## config.mk

```make
export PLATFORM = sky130hd
export DESIGN_NAME = differential_drive_pd_speed
export DESIGN_NICKNAME = d
export VERILOG_FILES = /design/src/hdl/ddpds_pkg.sv /design/src/hdl/differential_drive_pd_speed.sv
export SDC_FILE = /design/constraint.sdc
export NUM_CORES = 2
export LEC_CHECK = 0
export BUFFER_PORTS_ARGS = -buffer_cell sky130_fd_sc_hd__buf_2
export CAP_MARGIN = 15
export CORE_MARGIN = 4
export CORE_UTILIZATION = 40
export CTS_CLUSTER_SIZE = 25
export DETAILED_ROUTE_END_ITERATION = 8
export GPL_ROUTABILITY_DRIVEN = 0
export PLACE_DENSITY_LB_ADDON = 0.05
export SLEW_MARGIN = 20
export SYNTH_ARGS = -nofsm -noshare
export SYNTH_HDL_FRONTEND = slang
export SYNTH_SLANG_ARGS = --single-unit
export TNS_END_PERCENT = 30
```

## constraint.sdc

```tcl
create_clock -name i_clk -period 18.18 [get_ports i_clk]
set_clock_uncertainty 0.05 [all_clocks]
set_input_delay 2.727 -clock i_clk [delete_from_list [all_inputs] [get_ports i_clk]]
set_output_delay 2.727 -clock i_clk [all_outputs]
set_load 0.1 [all_outputs]
```

## src/hdl/ddpds_pkg.sv

```systemverilog
`timescale 1ns / 1ps

package ddpds_pkg;

    // Default number of fraction bits in every fixed-point quantity.
    localparam int FRAC_BITS_DEF = 8;

    // Speed bytes: mid-scale stop value and full-scale top.
    localparam int SPEED_MID = 128;
    localparam int SPEED_MAX = 255;

    // Configuration register indexes.
    localparam int CFG_IDX_W = 2;
    localparam logic [CFG_IDX_W-1:0] CFG_LINEAR_GAIN        = 2'd0;
    localparam logic [CFG_IDX_W-1:0] CFG_LINEAR_DERIV_GAIN  = 2'd1;
    localparam logic [CFG_IDX_W-1:0] CFG_ANGULAR_GAIN       = 2'd2;
    localparam logic [CFG_IDX_W-1:0] CFG_ANGULAR_DERIV_GAIN = 2'd3;

    typedef struct packed {
        logic signed [15:0] linear_error;
        logic signed [15:0] angular_error;
        logic        [15:0] time_step;
    } t_in_item;

    typedef struct packed {
        logic [7:0] left_speed;
        logic [7:0] right_speed;
    } t_out_item;

    typedef enum logic [2:0] {
        ST_IDLE,
        ST_MUL,
        ST_ADD,
        ST_DIV_LOAD,
        ST_DIV,
        ST_SIGN,
        ST_UPD,
        ST_OUT
    } t_state;

    // Which product term the sequencer is working on.
    typedef enum logic [1:0] {
        TERM_PL,
        TERM_PA,
        TERM_DL,
        TERM_DA
    } t_term;

endpackage

```

## src/hdl/differential_drive_pd_speed.sv

```systemverilog
`timescale 1ns / 1ps

// Channel   Direction  Handshake           Payload
// --------  ---------  ------------------  ------------------------------------------
// input     in         i_valid / o_ready   i_in  : linear_error, angular_error, time_step
// output    out        o_valid / i_ready   o_out : left_speed, right_speed
// config    in         i_cfg_we            i_cfg_index, i_cfg_data (no wait, no read-back)
//
// An input transaction keeps the block busy until its result is in the output register; the work
// is set by the restoring divider, which retires one quotient bit a cycle and runs once per error
// channel when derivative terms are applied, and by the single shared multiplier, which forms the
// gain products one after another (two without derivative terms, four with them).
// Reset is synchronous and active low; it restores the gains to zero, both speed
// accumulators to mid-scale and clears the primed flag.
// A result waits in the output register while a new input transaction is taken; the
// sequencer only holds in its final state when that register is still occupied.

module differential_drive_pd_speed
    import ddpds_pkg::*;
#(
    parameter int FRAC_BITS = FRAC_BITS_DEF
) (
    input  logic                 i_clk,
    input  logic                 i_rst_n,
    input  logic                 i_valid,
    output logic                 o_ready,
    input  t_in_item             i_in,
    output logic                 o_valid,
    input  logic                 i_ready,
    output t_out_item            o_out,
    input  logic                 i_cfg_we,
    input  logic [CFG_IDX_W-1:0] i_cfg_index,
    input  logic [15:0]          i_cfg_data
);

    // Accumulators hold 0..255 with FRAC_BITS fraction bits.
    localparam int ACC_W  = 8 + FRAC_BITS;
    // Quotient of |diff| * 2^F by the time step, unsigned, and its signed form.
    localparam int QUO_W  = 16 + FRAC_BITS;
    localparam int DER_W  = QUO_W + 1;
    localparam int PROD_W = DER_W + 16;
    // Four products summed exactly need two more bits.
    localparam int SUM_W  = PROD_W + 2;
    localparam int DIV_N  = QUO_W;
    localparam int CNT_W  = $clog2(DIV_N);

    localparam logic [ACC_W-1:0] ACC_RESET = ACC_W'(SPEED_MID) << FRAC_BITS;
    localparam logic [ACC_W-1:0] ACC_TOP   = ACC_W'(SPEED_MAX) << FRAC_BITS;

    // Control state.
    t_state                    r_state,      n_state;
    t_term                     r_term,       n_term;
    logic                      r_side,       n_side;
    logic [CNT_W-1:0]          r_cnt,        n_cnt;
    logic                      r_out_valid,  n_out_valid;
    logic                      r_primed,     n_primed;
    logic [ACC_W-1:0]          r_left,       n_left;
    logic [ACC_W-1:0]          r_right,      n_right;
    logic signed [15:0]        r_prev_l,     n_prev_l;
    logic signed [15:0]        r_prev_a,     n_prev_a;
    logic signed [15:0]        r_kl,         n_kl;
    logic signed [15:0]        r_kld,        n_kld;
    logic signed [15:0]        r_ka,         n_ka;
    logic signed [15:0]        r_kad,        n_kad;

    // Payload and datapath registers.
    logic signed [15:0]        r_el,         n_el;
    logic signed [15:0]        r_ea,         n_ea;
    logic [15:0]               r_dt,         n_dt;
    logic signed [16:0]        r_diff_l,     n_diff_l;
    logic signed [16:0]        r_diff_a,     n_diff_a;
    logic                      r_use_der,    n_use_der;
    logic signed [PROD_W-1:0]  r_prod,       n_prod;
    logic signed [SUM_W-1:0]   r_sum_l,      n_sum_l;
    logic signed [SUM_W-1:0]   r_sum_r,      n_sum_r;
    logic [15:0]               r_rem,        n_rem;
    logic [QUO_W-1:0]          r_quo,        n_quo;
    logic                      r_neg,        n_neg;
    logic signed [DER_W-1:0]   r_der,        n_der;
    t_out_item                 r_out,        n_out;

    // Shared-unit operands and intermediate values.
    logic signed [DER_W-1:0]   mul_a;
    logic signed [15:0]        mul_b;
    logic signed [SUM_W-1:0]   prod_ext;
    logic [16:0]               rem_sh;
    logic                      div_ge;
    logic [16:0]               rem_sub;
    logic signed [16:0]        div_diff;
    logic signed [16:0]        div_mag;
    logic signed [SUM_W-1:0]   upd_sum;
    logic signed [SUM_W-1:0]   upd_shift;
    logic [ACC_W-1:0]          upd_acc;
    logic signed [SUM_W:0]     upd_new;
    logic [ACC_W-1:0]          upd_clamped;

    assign o_ready = (r_state == ST_IDLE);
    assign o_valid = r_out_valid;
    assign o_out   = r_out;

    // Multiplier operand selection by term.
    always_comb begin
        case (r_term)
            TERM_PL: begin
                mul_a = DER_W'(r_el);
                mul_b = r_kl;
            end
            TERM_PA: begin
                mul_a = DER_W'(r_ea);
                mul_b = r_ka;
            end
            TERM_DL: begin
                mul_a = r_der;
                mul_b = r_kld;
            end
            TERM_DA: begin
                mul_a = r_der;
                mul_b = r_kad;
            end
            default: begin
                mul_a = '0;
                mul_b = '0;
            end
        endcase
    end

    assign prod_ext = SUM_W'(r_prod);

    // One restoring divider step: shift in the next dividend bit and try the divisor.
    assign rem_sh  = {r_rem, r_quo[QUO_W-1]};
    assign div_ge  = (rem_sh >= {1'b0, r_dt});
    assign rem_sub = rem_sh - {1'b0, r_dt};

    // The divider works on the magnitude of the error difference.
    assign div_diff = (r_term == TERM_DA) ? r_diff_a : r_diff_l;
    assign div_mag  = div_diff[16] ? -div_diff : div_diff;

    // Shared accumulator update: floor shift, add and clamp to the speed range.
    assign upd_sum   = r_side ? r_sum_r : r_sum_l;
    assign upd_acc   = r_side ? r_right : r_left;
    assign upd_shift = upd_sum >>> FRAC_BITS;
    assign upd_new   = (SUM_W+1)'(upd_shift)
                     + $signed({{(SUM_W+1-ACC_W){1'b0}}, upd_acc});

    always_comb begin
        if (upd_new < 0) begin
            upd_clamped = '0;
        end else if (upd_new > $signed({{(SUM_W+1-ACC_W){1'b0}}, ACC_TOP})) begin
            upd_clamped = ACC_TOP;
        end else begin
            upd_clamped = upd_new[ACC_W-1:0];
        end
    end

    // Sequencer: next state and datapath.
    always_comb begin
        n_state     = r_state;
        n_term      = r_term;
        n_side      = r_side;
        n_cnt       = r_cnt;
        n_primed    = r_primed;
        n_left      = r_left;
        n_right     = r_right;
        n_prev_l    = r_prev_l;
        n_prev_a    = r_prev_a;
        n_kl        = r_kl;
        n_kld       = r_kld;
        n_ka        = r_ka;
        n_kad       = r_kad;
        n_el        = r_el;
        n_ea        = r_ea;
        n_dt        = r_dt;
        n_diff_l    = r_diff_l;
        n_diff_a    = r_diff_a;
        n_use_der   = r_use_der;
        n_prod      = r_prod;
        n_sum_l     = r_sum_l;
        n_sum_r     = r_sum_r;
        n_rem       = r_rem;
        n_quo       = r_quo;
        n_neg       = r_neg;
        n_der       = r_der;
        n_out       = r_out;
        n_out_valid = r_out_valid && !i_ready;

        // The user must issue configuration writes only while the block is idle; the block does not enforce this.
        if (i_cfg_we) begin
            case (i_cfg_index)
                CFG_LINEAR_GAIN:        n_kl  = $signed(i_cfg_data);
                CFG_LINEAR_DERIV_GAIN:  n_kld = $signed(i_cfg_data);
                CFG_ANGULAR_GAIN:       n_ka  = $signed(i_cfg_data);
                CFG_ANGULAR_DERIV_GAIN: n_kad = $signed(i_cfg_data);
                default: ;
            endcase
        end

        case (r_state)
            ST_IDLE: begin
                if (i_valid) begin
                    n_el      = i_in.linear_error;
                    n_ea      = i_in.angular_error;
                    n_dt      = i_in.time_step;
                    n_diff_l  = 17'(i_in.linear_error) - 17'(r_prev_l);
                    n_diff_a  = 17'(i_in.angular_error) - 17'(r_prev_a);
                    // The first step and a zero time step skip the derivative terms.
                    n_use_der = r_primed && (i_in.time_step != '0);
                    n_primed  = 1'b1;
                    n_prev_l  = i_in.linear_error;
                    n_prev_a  = i_in.angular_error;
                    n_sum_l   = '0;
                    n_sum_r   = '0;
                    n_term    = TERM_PL;
                    n_state   = ST_MUL;
                end
            end
            ST_MUL: begin
                n_prod  = mul_a * mul_b;
                n_state = ST_ADD;
            end
            ST_ADD: begin
                // Angular terms subtract on the left wheel and add on the right.
                if (r_term == TERM_PA || r_term == TERM_DA) begin
                    n_sum_l = r_sum_l - prod_ext;
                end else begin
                    n_sum_l = r_sum_l + prod_ext;
                end
                n_sum_r = r_sum_r + prod_ext;
                n_side  = 1'b0;
                case (r_term)
                    TERM_PL: begin
                        n_term  = TERM_PA;
                        n_state = ST_MUL;
                    end
                    TERM_PA: begin
                        if (r_use_der) begin
                            n_term  = TERM_DL;
                            n_state = ST_DIV_LOAD;
                        end else begin
                            n_state = ST_UPD;
                        end
                    end
                    TERM_DL: begin
                        n_term  = TERM_DA;
                        n_state = ST_DIV_LOAD;
                    end
                    default: begin
                        n_state = ST_UPD;
                    end
                endcase
            end
            ST_DIV_LOAD: begin
                n_neg   = div_diff[16];
                n_quo   = {div_mag[15:0], {FRAC_BITS{1'b0}}};
                n_rem   = '0;
                n_cnt   = '0;
                n_state = ST_DIV;
            end
            ST_DIV: begin
                n_rem = div_ge ? rem_sub[15:0] : rem_sh[15:0];
                n_quo = {r_quo[QUO_W-2:0], div_ge};
                n_cnt = r_cnt + 1'b1;
                if (r_cnt == CNT_W'(DIV_N - 1)) begin
                    n_state = ST_SIGN;
                end
            end
            ST_SIGN: begin
                // Sign and magnitude give truncation toward zero.
                n_der   = r_neg ? -$signed({1'b0, r_quo}) : $signed({1'b0, r_quo});
                n_state = ST_MUL;
            end
            ST_UPD: begin
                if (r_side) begin
                    n_right = upd_clamped;
                    n_state = ST_OUT;
                end else begin
                    n_left = upd_clamped;
                    n_side = 1'b1;
                end
            end
            ST_OUT: begin
                if (!r_out_valid || i_ready) begin
                    n_out.left_speed  = r_left[ACC_W-1 -: 8];
                    n_out.right_speed = r_right[ACC_W-1 -: 8];
                    n_out_valid       = 1'b1;
                    n_state           = ST_IDLE;
                end
            end
            default: begin
                n_state = ST_IDLE;
            end
        endcase
    end

    always_ff @(posedge i_clk) begin
        if (!i_rst_n) begin
            r_state     <= ST_IDLE;
            r_term      <= TERM_PL;
            r_side      <= 1'b0;
            r_cnt       <= '0;
            r_out_valid <= 1'b0;
            r_primed    <= 1'b0;
            r_left      <= ACC_RESET;
            r_right     <= ACC_RESET;
            r_prev_l    <= '0;
            r_prev_a    <= '0;
            r_kl        <= '0;
            r_kld       <= '0;
            r_ka        <= '0;
            r_kad       <= '0;
        end else begin
            r_state     <= n_state;
            r_term      <= n_term;
            r_side      <= n_side;
            r_cnt       <= n_cnt;
            r_out_valid <= n_out_valid;
            r_primed    <= n_primed;
            r_left      <= n_left;
            r_right     <= n_right;
            r_prev_l    <= n_prev_l;
            r_prev_a    <= n_prev_a;
            r_kl        <= n_kl;
            r_kld       <= n_kld;
            r_ka        <= n_ka;
            r_kad       <= n_kad;
        end
    end

    always_ff @(posedge i_clk) begin
        r_el      <= n_el;
        r_ea      <= n_ea;
        r_dt      <= n_dt;
        r_diff_l  <= n_diff_l;
        r_diff_a  <= n_diff_a;
        r_use_der <= n_use_der;
        r_prod    <= n_prod;
        r_sum_l   <= n_sum_l;
        r_sum_r   <= n_sum_r;
        r_rem     <= n_rem;
        r_quo     <= n_quo;
        r_neg     <= n_neg;
        r_der     <= n_der;
        r_out     <= n_out;
    end

endmodule

```

==> Word level (Yosys, flattened, before mapping) <==
Cells that the tools add are included.
{ "totals": {"word_cells": 121, "regBits": 433, "out_inout_bits": 18, "input_bits": 71} }
{ "classes": {"n_eq_ne": 20, "n_addsub": 10, "bitwise_logic": 1, "mul": 1, "mux": 31, "n_lt_le_gt_ge": 3, "n_reduce_logical": 25} }
{ "op_table": {"columns": ["operator", "n"], "rows": [
  ["one-hot mux 43 bit (2 select lines)", 2],
  ["two-way mux 43 bit", 3],
  ["adder 43 x 41 -> 43 bit", 2],
  ["two-way mux 16 bit", 5],
  ["one-hot mux 25 bit (3 select lines)", 1],
  ["one-hot mux 16 bit (4 select lines)", 1],
  ["one-hot mux 24 bit (2 select lines)", 1],
  ["subtractor 43 x 41 -> 43 bit", 1],
  ["multiplier 25 x 16 -> 41 bit", 1],
  ["adder 35 x 17 -> 36 bit", 1],
  ["greater-than comparator 36 x 17 -> 1 bit (second input constant)", 1],
  ["less-than comparator 36 x 1 -> 1 bit (second input constant)", 1],
  ["subtractor 16 x 16 -> 17 bit", 2],
  ["one-hot mux 16 bit (2 select lines)", 1],
  ["negation 24 -> 25 bit", 1],
  ["two-way mux 24 bit", 1],
  ["one-hot mux 3 bit (8 select lines)", 1],
  ["AND reduction 2 bit", 9],
  [">= comparator 17 x 16 -> 1 bit", 1],
  ["two-way mux 17 bit", 1],
  ["negation 16 bit", 1],
  ["nonzero test 16 bit", 1],
  ["subtractor 16 bit", 1],
  ["two-way mux 3 bit", 5],
  ["other kinds (26)", 46]
]} }

==> Longest topological paths before layout <==
{ "depth": {"depth_word": 5, "mapped_depth": 34, "ltp_nobuf": 29} }

==> Worst setup path after synthesis <==
No wires, ideal clock.
{ "synth_path": {"path_type": "flip-flop to flip-flop", "start": "register r_term[0]", "end": "register r_prod[40] (data pin)", "required_time_ns": 17.870, "arrival_time_ns": 7.988, "path_stages_with_launch": 31, "slack_ns": 9.882, "n_path_buf": 4, "setup_time_ns": 0.260, "synth_period_minus_slack_ns": 8.298, "path_cell_list": "dfxtp_1 > ha_1 > clkbuf_1 > clkbuf_1 > clkbuf_1 > a222oi_1 > a21oi_1 > clkbuf_1 > nand2_1 > fa_1 > inv_1 > fa_1 > inv_1 > fa_1 > inv_1 > fa_1 > fa_1 > inv_1 > fa_1 > inv_1 > ha_1 > nand2_1 > nor3_1 > o21ai_0 > a2111oi_0 > o21ai_0 > a21oi_1 > o31a_1 > a21o_1 > a21oi_1 > xnor2_1"} }
{ "synth_between": {"elab_chain_len": 4, "elab_cells_between_ends": 8, "classes_between": "1 x mul; 3 x eq/ne; 2 x mux; 2 x reduce/logical"} }
{ "synth_lines": {"columns": ["element", "line_no", "rtl"], "rows": [
  ["start: declaration", "differential_drive_pd_speed.sv:52", "t_term r_term, n_term;"],
  ["start signal: assignment", "differential_drive_pd_speed.sv:312", "r_term <= n_term;"],
  ["== test 2 bit", "differential_drive_pd_speed.sv:103", "case (r_term)"],
  ["OR reduction 2 bit (no source line)", null, null],
  ["one-hot mux 25 bit (3 select lines)", "differential_drive_pd_speed.sv:103", null],
  ["multiplier 25 x 16 -> 41 bit *", "differential_drive_pd_speed.sv:217", "n_prod = mul_a * mul_b;"],
  ["end signal: assignment", "differential_drive_pd_speed.sv:335", "r_prod <= n_prod;"],
  ["end: declaration", "differential_drive_pd_speed.sv:73", "logic signed [PROD_W-1:0] r_prod, n_prod;"]
]} }
Every way passes the cells marked *; elsewhere a longest branch is shown, timed or not.
A chain may end at the register's enable or synchronous reset.

==> Worst setup path after layout <==
Ends and elaborated chain as after synthesis.

==> results.md <==
* Status: finished, final reports clean
* Core box area at 0.100 sq mm
* Clock-pin slew on the worst setup and hold paths at 0.06 ns
* GRT met1 Usage at 28.0%
* Synthesized flop and latch total at around 430
* Netlist cell types at 91
* # rows at 116
* Die X at 326 microns
* Port bufs at 88
* Vias in the first global route at 31600
* Placed insts at ~5700
* Critical path's slowest cell: a21oi_1
* Core Util, Final at 44.2%
* Net Sw Frac at 48.7%
* Final #Nets at ~5200
* CP endpoint kind: register
* Post-synth EDFFs at 292
* CTS Buffer Depth at 3
* Internal Power at about 0.0044 W
* Antenna Diode Count at 0
* Power share of the combinational group at around two thirds
* Final hold vios at 0
* Cts repair resizes at 0
* Yosys warns at 0
* Ratio of cells with drive above 1 in the final layout at 7.59%
* CTS buffer count at between 50 and 60
* Syn_area_per_cell at 9.18 sq um
* WL per Instance at 19.5 microns
* Final min period at 9.31 ns
* Max VDD drop at 0.107 mV
* Area occupied by multi-input gates at 0.0262 sq mm
* Pwr dens at 194 mW/mm^2
* DRC viols at 0
* Area delta synth->final at 9.36%
* Number of vias per cell at ~5.2
* Grt peak-use layer: met2
* Total setup buffers inserted after CTS at 0
* Share of synthesized registers carrying an async set or reset at 0%
* Req. time, crit path at 18.50 ns
* CP Launch Point: r_term[0]
* Total Power at 0.00858 W
* # Max-Cap Violations at 0
* Clk pwr share at between 10% and 20%
* Met3 Use GR at ~3.0%
* Clock latency on the worst-skew pair at between 0.6 and 0.7 ns
* Ys flop type: edfxtp_1
* Fillcell total at 9919
* Cell Count, Final, Fillers Out at around 5800
* Pre-antenna DRT Iters at 5
* TritonCTS clock tree: done
* Setup TNS at 0 ns
* RSZ-0062 raised after global routing: no
* Mapped Area at 0.0405 sq mm
* Fmax at 107 MHz
* Max Slew Vio Count at 0
* Area occupied by registers at roughly 0.012 sq mm
* Global-route wire length before repair at 181000 microns
* Hold Buf Count CTS at 0
* Period Utilization, post-route at 51.2%
* H-tree levels at 2
* Setup violators final at 0
* Dpl hpwl at 89100 microns
* Worst-margin pin slew at 1.10 ns
* Syn Inst Count at between 4000 and 5000
* Die H at approximately 330 microns
* HP Start: r_right[14]
* Register area share after synthesis at 28.6%
* Crit path max fanout at 50
* Initial core utilization at 40.4%
* WS Path Type: register to register
* TritonCTS sink count at 433
* Largest net degree at the start of global routing at 81
* Crit path DAT at 9.62 ns
* Initial antenna violation count at 0
* Commonest non-fill, non-tap cell in the layout: nand2_1
* I/O pin count at 89
* P_sw at roughly 0.0042 W
* Routed Antenna Nets at 0
* WL final at 114000 microns
* CP peak stage delay at 0.93 ns
* Met2 usage at 36.3%
* Vias at 30500
* Iter 0 DRT Violations at 1727
* Seq pwr share at between 20% and 30%
* Slew margin rel. at 24.5%
* Full die area at between 0.1 and 0.15 sq mm
* Launching point of the worst reg2reg path: r_term[0]
* Remaining global-route overflow at 0
* Tightest Hold Check Type: register to register
* Most frequent cells in the layout: nand2_1, inv_1, nor2_1
* Mapped Nets at about 5100
* P_leak at 18.8 nW
* CP Launch Type: register
* Total Routing Usage GR at 21.5%
* Clk root buf: clkbuf_16
power by group through the flow:
stage / combinational (W) / clock, W / sequential [W]
final: 0.00570 / 0.00112 / 0.00177
after global routing: 0.00650 / 0.00119 / 0.00180
after CTS: 0.00575 / 0.00115 / 0.00177
after detailed placement: 0.00571 / 0 / 0.00178
after global placement: 0.00572 / 0 / 0.00178
after floorplan: 0.00432 / 0 / 0.00169
critical path, delay by kind of cell, from the launching register on:
family	cells	cell delay [ns]
xor+xnor	1	0.08
fa+ha+maj	8	3.54
flops	1	0.44
simple gates	2	0.58
compound gates	10	2.93
buf+inv	8	1.37
final cells by class:
cell class | count | area share [%]
multi-input combinational | 3241 | 59.1
sequential | 433 | 26.2
inverter | 578 | 4.90
tap | 1357 | 3.83
clock buffer | 64 | 3.23
timing repair buffer | 138 | 1.85
clock inverter | 37 | 0.893
cells in the mapped netlist (42+ instances only):
cell	number	area, sq um
nand3_1	95	475
dfxtp_1	141	2820
mux2i_1	43	430
xnor2_1	141	1230
nand2b_1	42	263
nand2_1	604	2270
fa_1	394	7890
ha_1	258	3230
nor3_1	67	335
and3_1	44	275
nor2_1	403	1510
a21boi_0	114	856
mux2_2	42	473
inv_1	576	2160
o21ai_0	130	651
a21oi_1	169	846
edfxtp_1	292	8770
clkbuf_1	135	507
a21o_1	81	608
xor2_1	94	823
cell families (layout without fill, tap and decap cells):
group / after synthesis / after routing / share of synthesized area, %
xor+xnor: 235 / 235 / 5.08
fa+ha+maj: 652 / 652 / 27.4
mux: 87 / 87 / 2.29
flops: 433 / 433 / 28.6
simple gates: 1455 / 1455 / 16.1
compound gates: 812 / 812 / 13.5
buf+inv: 738 / 817 / 6.91
flip-flops by register name (all words and copies together) (netlist names), 17 cells and up:
name and cells:
r_sum_l 43, r_sum_r 43, r_prod 41, r_der 25, r_quo 24, r_diff_a 17
r_diff_l 17
stage by stage:
| step | setup slack [ns] | hold slack [ns] | instance area (sq um) |
|---|---|---|---|
| floorplan | 9.88 | 0.374 | 40500 |
| global placement | 8.98 | 0.390 | 42500 |
| detailed placement | 8.88 | 0.390 | 42500 |
| CTS | 8.86 | 0.407 | 44300 |
| global route | 8.22 | 0.425 | 44300 |
| finish | 8.87 | 0.404 | 44300 |
layer usage:
| layer | share of wire [%] | up-vias |
|---|---|---|
| li1 | - | 14900 |
| met1 | 45 | 14800 |
| met2 | 47 | 619 |
| met3 | 4.2 | 188 |
| met4 | 4.2 | 0 |
| met5 | 0 | - |
worst paths after layout:
kind,to,slack [ns],cells after the start
max,r_prod[40],8.87,29
min,o_out[6],0.40,0
max reg2reg,r_prod[40],8.87,29
min reg2reg,o_out[6],0.40,0
Power figures use the tool's default switching activity.
